$ cat config.mk
export PLATFORM = sky130hd
export DESIGN_NAME = dual_trimmed_mean_window_top
export DESIGN_NICKNAME = d
export VERILOG_FILES = /design/src/rtl/dtm_pkg.sv /design/src/rtl/dual_trimmed_mean_window_top.sv /design/src/rtl/dtm_cell.sv /design/src/rtl/dtm_node.sv /design/src/rtl/dtm_div.sv
export SDC_FILE = /design/constraint.sdc
export NUM_CORES = 2
export LEC_CHECK = 0
export BUFFER_PORTS_ARGS = -buffer_cell sky130_fd_sc_hd__buf_4
export CAP_MARGIN = 15
export CORE_MARGIN = 2
export CORE_UTILIZATION = 44
export DETAILED_ROUTE_END_ITERATION = 10
export PLACE_DENSITY = 0.58
export SLEW_MARGIN = 20
export SYNTH_ARGS = -nofsm -noshare
export SYNTH_HDL_FRONTEND = slang
export SYNTH_SLANG_ARGS = --single-unit
$ cat constraint.sdc
create_clock -name clk -period 11.9 [get_ports clk]
set_input_delay 2.38 -clock clk [delete_from_list [all_inputs] [get_ports clk]]
set_output_delay 2.38 -clock clk [all_outputs]
set_load 0.05 [all_outputs]
$ cat src/rtl/dtm_pkg.sv
// Package for the dual trimmed-mean window filter.
// Holds the sample width, the default window length and the reciprocal scale
// shared by the cells, tree nodes, dividers and the top level. No dependencies.
package dtm_pkg;

  localparam int SAMPLE_W   = 12;
  localparam int WINDOW_DEF = 8;
  // Fraction bits of the fixed-point reciprocal used by the constant divider.
  localparam int MUL_SH     = 24;

  typedef logic [SAMPLE_W-1:0] sample_t;

endpackage

$ cat src/rtl/dual_trimmed_mean_window_top.sv
// Top level of the dual trimmed-mean window filter.
// Depends on dtm_pkg, dtm_cell, dtm_node and dtm_div.
//
//   Channel  Direction  Handshake           Payload
//   in_      input      in_valid/in_stall   in_front_sample, in_rear_sample
//   out_     output     out_valid/out_stall out_front_filtered, out_rear_filtered
//
// The block takes one beat per cycle while in_stall is low and returns one result beat per input beat.
// From acceptance to out_valid a beat passes through one window cell load,
// $clog2(WINDOW) registered tree levels, the trim subtraction, the reciprocal
// multiply and the correction stage, whose register is the output register.
// Synchronous reset clears the window cells to zero and empties every stage.
// Each stage holds its beat only while the stage after it is full and blocked,
// so out_stall backs up through the bubbles before in_stall rises.
module dual_trimmed_mean_window_top import dtm_pkg::*; #(
  parameter int WINDOW = WINDOW_DEF
) (
  input  logic    clk,
  input  logic    rst_n,
  input  logic    in_valid,
  output logic    in_stall,
  input  sample_t in_front_sample,
  input  sample_t in_rear_sample,
  output logic    out_valid,
  input  logic    out_stall,
  output sample_t out_front_filtered,
  output sample_t out_rear_filtered
);

  localparam int LVL   = $clog2(WINDOW);
  localparam int NLEAF = 1 << LVL;
  localparam int SUM_W = SAMPLE_W + LVL;
  // Stages: window, tree levels, trim, multiply, output.
  localparam int NST   = LVL + 4;
  localparam int ST_REST = LVL + 1;
  localparam int ST_MUL  = LVL + 2;
  localparam int ST_OUT  = LVL + 3;

  logic [NST-1:0] v_r, v_nxt;
  logic [NST-1:0] stage_rdy;
  logic           accept;

  // Ready travels backward: a stage can load when it is empty or drains.
  always_comb begin
    stage_rdy[NST-1] = !v_r[NST-1] || !out_stall;
    for (int i = NST - 2; i >= 0; i--) begin
      stage_rdy[i] = !v_r[i] || stage_rdy[i+1];
    end
  end

  assign accept   = in_valid && stage_rdy[0];
  assign in_stall = !stage_rdy[0];

  always_comb begin
    v_nxt = v_r;
    if (stage_rdy[0]) begin
      v_nxt[0] = in_valid;
    end
    for (int i = 1; i < NST; i++) begin
      if (stage_rdy[i]) begin
        v_nxt[i] = v_r[i-1];
      end
    end
  end

  always_ff @(posedge clk) begin
    if (!rst_n) begin
      v_r <= '0;
    end else begin
      v_r <= v_nxt;
    end
  end

  // The window is a chain of cells; index 0 holds the oldest sample and every
  // accepted beat moves each entry one cell toward it.
  sample_t win [2][WINDOW];

  for (genvar c = 0; c < WINDOW; c++) begin : g_cell
    if (c == WINDOW - 1) begin : g_last
      dtm_cell u_cell (
        .clk     (clk),
        .rst_n   (rst_n),
        .shift   (accept),
        .d_front (in_front_sample),
        .d_rear  (in_rear_sample),
        .q_front (win[0][c]),
        .q_rear  (win[1][c])
      );
    end else begin : g_mid
      dtm_cell u_cell (
        .clk     (clk),
        .rst_n   (rst_n),
        .shift   (accept),
        .d_front (win[0][c+1]),
        .d_rear  (win[1][c+1]),
        .q_front (win[0][c]),
        .q_rear  (win[1][c])
      );
    end
  end

  // Reduction tree stored as a heap: node k has children 2k and 2k+1, leaves
  // start at NLEAF. Padding leaves are neutral for sum, minimum and maximum.
  logic [SUM_W-1:0] t_sum [2][1:2*NLEAF-1];
  sample_t          t_min [2][1:2*NLEAF-1];
  sample_t          t_max [2][1:2*NLEAF-1];
  logic [SUM_W-1:0] rest_r [2];
  sample_t          quot [2];

  for (genvar ch = 0; ch < 2; ch++) begin : g_ch
    for (genvar k = 0; k < NLEAF; k++) begin : g_leaf
      if (k < WINDOW) begin : g_real
        assign t_sum[ch][NLEAF+k] = SUM_W'(win[ch][k]);
        assign t_min[ch][NLEAF+k] = win[ch][k];
        assign t_max[ch][NLEAF+k] = win[ch][k];
      end else begin : g_pad
        assign t_sum[ch][NLEAF+k] = '0;
        assign t_min[ch][NLEAF+k] = '1;
        assign t_max[ch][NLEAF+k] = '0;
      end
    end

    for (genvar j = 0; j < LVL; j++) begin : g_lvl
      for (genvar k = (1 << j); k < (2 << j); k++) begin : g_node
        dtm_node #(.SUM_W(SUM_W)) u_node (
          .clk   (clk),
          .en    (stage_rdy[LVL-j]),
          .a_sum (t_sum[ch][2*k]),
          .a_min (t_min[ch][2*k]),
          .a_max (t_max[ch][2*k]),
          .b_sum (t_sum[ch][2*k+1]),
          .b_min (t_min[ch][2*k+1]),
          .b_max (t_max[ch][2*k+1]),
          .q_sum (t_sum[ch][k]),
          .q_min (t_min[ch][k]),
          .q_max (t_max[ch][k])
        );
      end
    end

    // Drop one instance of the minimum and one of the maximum.
    always_ff @(posedge clk) begin
      if (stage_rdy[ST_REST]) begin
        rest_r[ch] <= t_sum[ch][1] - SUM_W'(t_min[ch][1]) - SUM_W'(t_max[ch][1]);
      end
    end

    dtm_div #(.SUM_W(SUM_W), .DIVISOR(WINDOW - 2)) u_div (
      .clk    (clk),
      .en_mul (stage_rdy[ST_MUL]),
      .en_out (stage_rdy[ST_OUT]),
      .rest   (rest_r[ch]),
      .quot   (quot[ch])
    );
  end

  assign out_valid          = v_r[NST-1];
  assign out_front_filtered = quot[0];
  assign out_rear_filtered  = quot[1];

endmodule

$ cat src/rtl/dtm_cell.sv
// One window cell of the sample chain: one front and one rear entry.
// Depends on dtm_pkg.
module dtm_cell import dtm_pkg::*; (
  input  logic    clk,
  input  logic    rst_n,
  input  logic    shift,
  input  sample_t d_front,
  input  sample_t d_rear,
  output sample_t q_front,
  output sample_t q_rear
);

  sample_t front_r, rear_r;

  always_ff @(posedge clk) begin
    if (!rst_n) begin
      front_r <= '0;
      rear_r  <= '0;
    end else if (shift) begin
      front_r <= d_front;
      rear_r  <= d_rear;
    end
  end

  assign q_front = front_r;
  assign q_rear  = rear_r;

endmodule

$ cat src/rtl/dtm_node.sv
// Registered node of the reduction tree: merges sum, minimum and maximum
// of two children. Depends on dtm_pkg.
module dtm_node import dtm_pkg::*; #(
  parameter int SUM_W = SAMPLE_W + 3
) (
  input  logic             clk,
  input  logic             en,
  input  logic [SUM_W-1:0] a_sum,
  input  sample_t          a_min,
  input  sample_t          a_max,
  input  logic [SUM_W-1:0] b_sum,
  input  sample_t          b_min,
  input  sample_t          b_max,
  output logic [SUM_W-1:0] q_sum,
  output sample_t          q_min,
  output sample_t          q_max
);

  logic [SUM_W-1:0] sum_r;
  sample_t          min_r, max_r;

  always_ff @(posedge clk) begin
    if (en) begin
      sum_r <= a_sum + b_sum;
      min_r <= (a_min < b_min) ? a_min : b_min;
      max_r <= (a_max > b_max) ? a_max : b_max;
    end
  end

  assign q_sum = sum_r;
  assign q_min = min_r;
  assign q_max = max_r;

endmodule

$ cat src/rtl/dtm_div.sv
// Two-stage divider by a constant: reciprocal multiply, then one
// compare-and-add correction. Depends on dtm_pkg.
module dtm_div import dtm_pkg::*; #(
  parameter int SUM_W   = SAMPLE_W + 3,
  parameter int DIVISOR = WINDOW_DEF - 2
) (
  input  logic             clk,
  input  logic             en_mul,
  input  logic             en_out,
  input  logic [SUM_W-1:0] rest,
  output sample_t          quot
);

  localparam int RECIP = (1 << MUL_SH) / DIVISOR;
  localparam int RW    = $clog2(RECIP + 1);
  localparam int PW    = SUM_W + RW;
  localparam logic [RW-1:0]    RECIP_C = RW'(RECIP);
  localparam logic [SUM_W-1:0] DIV_C   = SUM_W'(DIVISOR);

  logic [PW-1:0]    prod;
  sample_t          q0_r;
  logic [SUM_W-1:0] rest_r;
  logic [SUM_W-1:0] rem;
  sample_t          quot_r;

  assign prod = PW'(rest) * PW'(RECIP_C);

  // The estimate is either the exact quotient or one below it.
  always_ff @(posedge clk) begin
    if (en_mul) begin
      q0_r   <= prod[MUL_SH +: SAMPLE_W];
      rest_r <= rest;
    end
  end

  assign rem = rest_r - SUM_W'(q0_r) * DIV_C;

  always_ff @(posedge clk) begin
    if (en_out) begin
      quot_r <= (rem >= DIV_C) ? q0_r + sample_t'(1) : q0_r;
    end
  end

  assign quot = quot_r;

endmodule
==> run summary <==
Status: complete, no violations
Pre-Repair DR Iteration Count: 5
Synth warn: 0
Row Count: 127
Seq/Total Area, Yosys: 0.432
Maximum buffer depth of the clock tree: 3
Initial Util: 0.443
Hold_buf cts: 0
Tmin final: 6480 ps
Final Worst Setup Slack: 5420 ps
GRT Total Usage: 0.189
Ys async rst share: 0
GR Overflow Total: 0
Slew Limit Fails: 0
Yosys reg bits: 831
CTS tree: yes
Clk root buf: clkbuf_16
Die width: 352 um
Initial antenna violation count: 2
Mapped Area: 53200 um2
Worst-path clk slew: 60 ps
Final Hold Viols: 0
Synth Flop Type: edfxtp_1
Share of post-route cells with drive strength above 1: 0.0917
Filler cell count: 10900
Max-cap violations: 0
Hold WC Path Type: flip-flop to flip-flop
Non-Filler Instances: 6718
H-tree levels: 3
# DRC: 0
Port bufs: 53
Setup violators final: 0
Synth cell types: 72
EDFF count, synth: 632
Cts bufs inserted: 96
Max Fclk: 154 MHz
Kind of end point of the critical path: flip-flop
Post-DP Area: 55400 um2
Largest net degree at the start of global routing: 143
Core area: 120000 um2
Worst Path Arrival: 6900 ps
Clk_skew: 50.4 ps
Final WL: 115000 um
Synth-to-Final Area Change: 10.6%
Required @ worst endpoint: 12310 ps
Post-CTS setup buffer count: 0
Design area: 58800 um2
RSZ-0062 raised after global routing: false
Most frequent cells in the layout: 679 x ha_1, 632 x edfxtp_1, 627 x inv_1
Die height: 352 um
Slew headroom: 0.279
First-pass GRT wire length: 184000 um
Placer Congestion: 0.873
Vias per cell: 5.14
Cells after synthesis: 4954
Post-CTS Resized: 0
Post-DR wirelength/cell: 17.1 um
Clk_lat worst skew: 690 ps
CP max FO: 5
Commonest non-fill, non-tap cell in the layout: ha_1
Crit start category: flip-flop
Pre-CTS setup slack: 5370 ps
Period utilisation layout: 0.545
Dpl cells: 6533
DR iter-0 viols: 1760
Ports: 54
Net count, final: 5873
Post-route setup TNS: 0 ps
ANT nets after route: 0
Syn Nets: 5807
Synth Area per Inst: 10.7 um2
R2R Setup Slk: 5420 ps
Hpwl dp: 87000 um
CP Class: flip-flop to flip-flop
Vias: 34500
Die area: 124000 um2
Slew @ Worst Pin: 1080 ps
Vias in the first global route: 34500
CTS Sinks: 831
[critical path: stages, from the launching register on]
cell       delay, ps
edfxtp_1         440
ha_1             350
inv_1             70
fa_1             510
fa_1             780
fa_1             480
fa_1             540
inv_1             80
fa_1             470
ha_1             320
o21a_1           230
a211o_1          300
a211o_1          270
a22o_1           290
o31ai_4          290
o31ai_2          170
a2111oi_2        380
nor3_1           120
xnor2_1          130
[per-layer routing]
layer | vias to the layer above | share of wire | track usage
li1 | 17500 | - | -
met1 | 16400 | 0.48 | 0.261
met2 | 449 | 0.46 | 0.315
met3 | 172 | 0.032 | 0.0213
met4 | 0 | 0.025 | 0.0495
met5 | - | 0 | 0
[sequential cells by signal (all words and copies together) (netlist names)]
signal                          count
g_cell.g_last.u_cell.q_front       12
g_cell.g_last.u_cell.q_rear        12
g_cell.g_mid.u_cell.q_front        84
g_cell.g_mid.u_cell.q_rear         84
g_ch.g_lvl.g_node.u_node.q_max    168
g_ch.g_lvl.g_node.u_node.q_min    168
g_ch.g_lvl.g_node.u_node.q_sum    190
g_ch.u_div.q0_r                    24
g_ch.u_div.quot                    24
g_ch.u_div.rest_r                  28
rest_r                             30
v_r                                 7
[cells in the mapped netlist, drive strengths merged, types with 9 or more instances]
cell,number,area share
mux2i,9,0.0017
xor2,99,0.016
o41ai,21,0.0036
nor2b,47,0.0055
a21boi,207,0.029
or3,10,0.0012
fa,146,0.055
nor2,139,0.0098
ha,679,0.16
clkbuf,105,0.0074
mux2,196,0.042
a21oi,207,0.019
o21a,31,0.0044
a31oi,22,0.0026
o211ai,19,0.0027
nor3,64,0.0060
o21ai,259,0.024
edfxtp,632,0.36
nand2,606,0.043
and3,13,0.0015
and2,9,0.0011
dfxtp,199,0.075
nand3,33,0.0031
a21o,118,0.017
inv,630,0.044
o21bai,74,0.010
a211oi,24,0.0037
nand4,51,0.0060
nand2b,40,0.0047
xnor2,143,0.024
[through the flow]
| step | hold WS, ps | util |
|---|---|---|
| after floorplan | 440 | - |
| after global placement | 460 | 0.462 |
| after detailed placement | 469 | 0.462 |
| after CTS | 472 | 0.490 |
| after global routing | 503 | 0.490 |
| final | 469 | 0.490 |
[path summary, 6_finish.rpt]
kind,startpoint,to,cells past startpoint
max,rest_r[0][11],g_ch[0].u_div.q0_r[11],18
min,v_r[0],v_r[1],1
max reg2reg,rest_r[0][11],g_ch[0].u_div.q0_r[11],18
min reg2reg,v_r[0],v_r[1],1
[cells by family after synthesis]
logic type,synth area share
AO/OA/AOI/OAI,0.132
XOR/XNOR,0.0399
adder cells (fa/ha/maj),0.215
buffers and inverters,0.0526
flip-flops,0.432
multiplexers,0.0432
AND/OR/NAND/NOR,0.0863
[area by class of cell]
| cell class | instances | area, um2 | share of cell area |
|---|---|---|---|
| Antenna cell | 2 | 5.00 | 0.0000851 |
| Clock inverter | 34 | 439 | 0.00747 |
| Clock buffer | 148 | 2870 | 0.0488 |
| Inverter | 630 | 2370 | 0.0404 |
| Timing Repair Buffer | 81 | 644 | 0.0110 |
| Sequential cell | 831 | 23000 | 0.391 |
| Multi-Input combinational cell | 3380 | 27500 | 0.467 |
| Tap cell | 1612 | 2020 | 0.0343 |
Power is left out: the tool's default activity adds up to more than one toggle a clock period on the data nets, which glitch-free logic cannot reach.
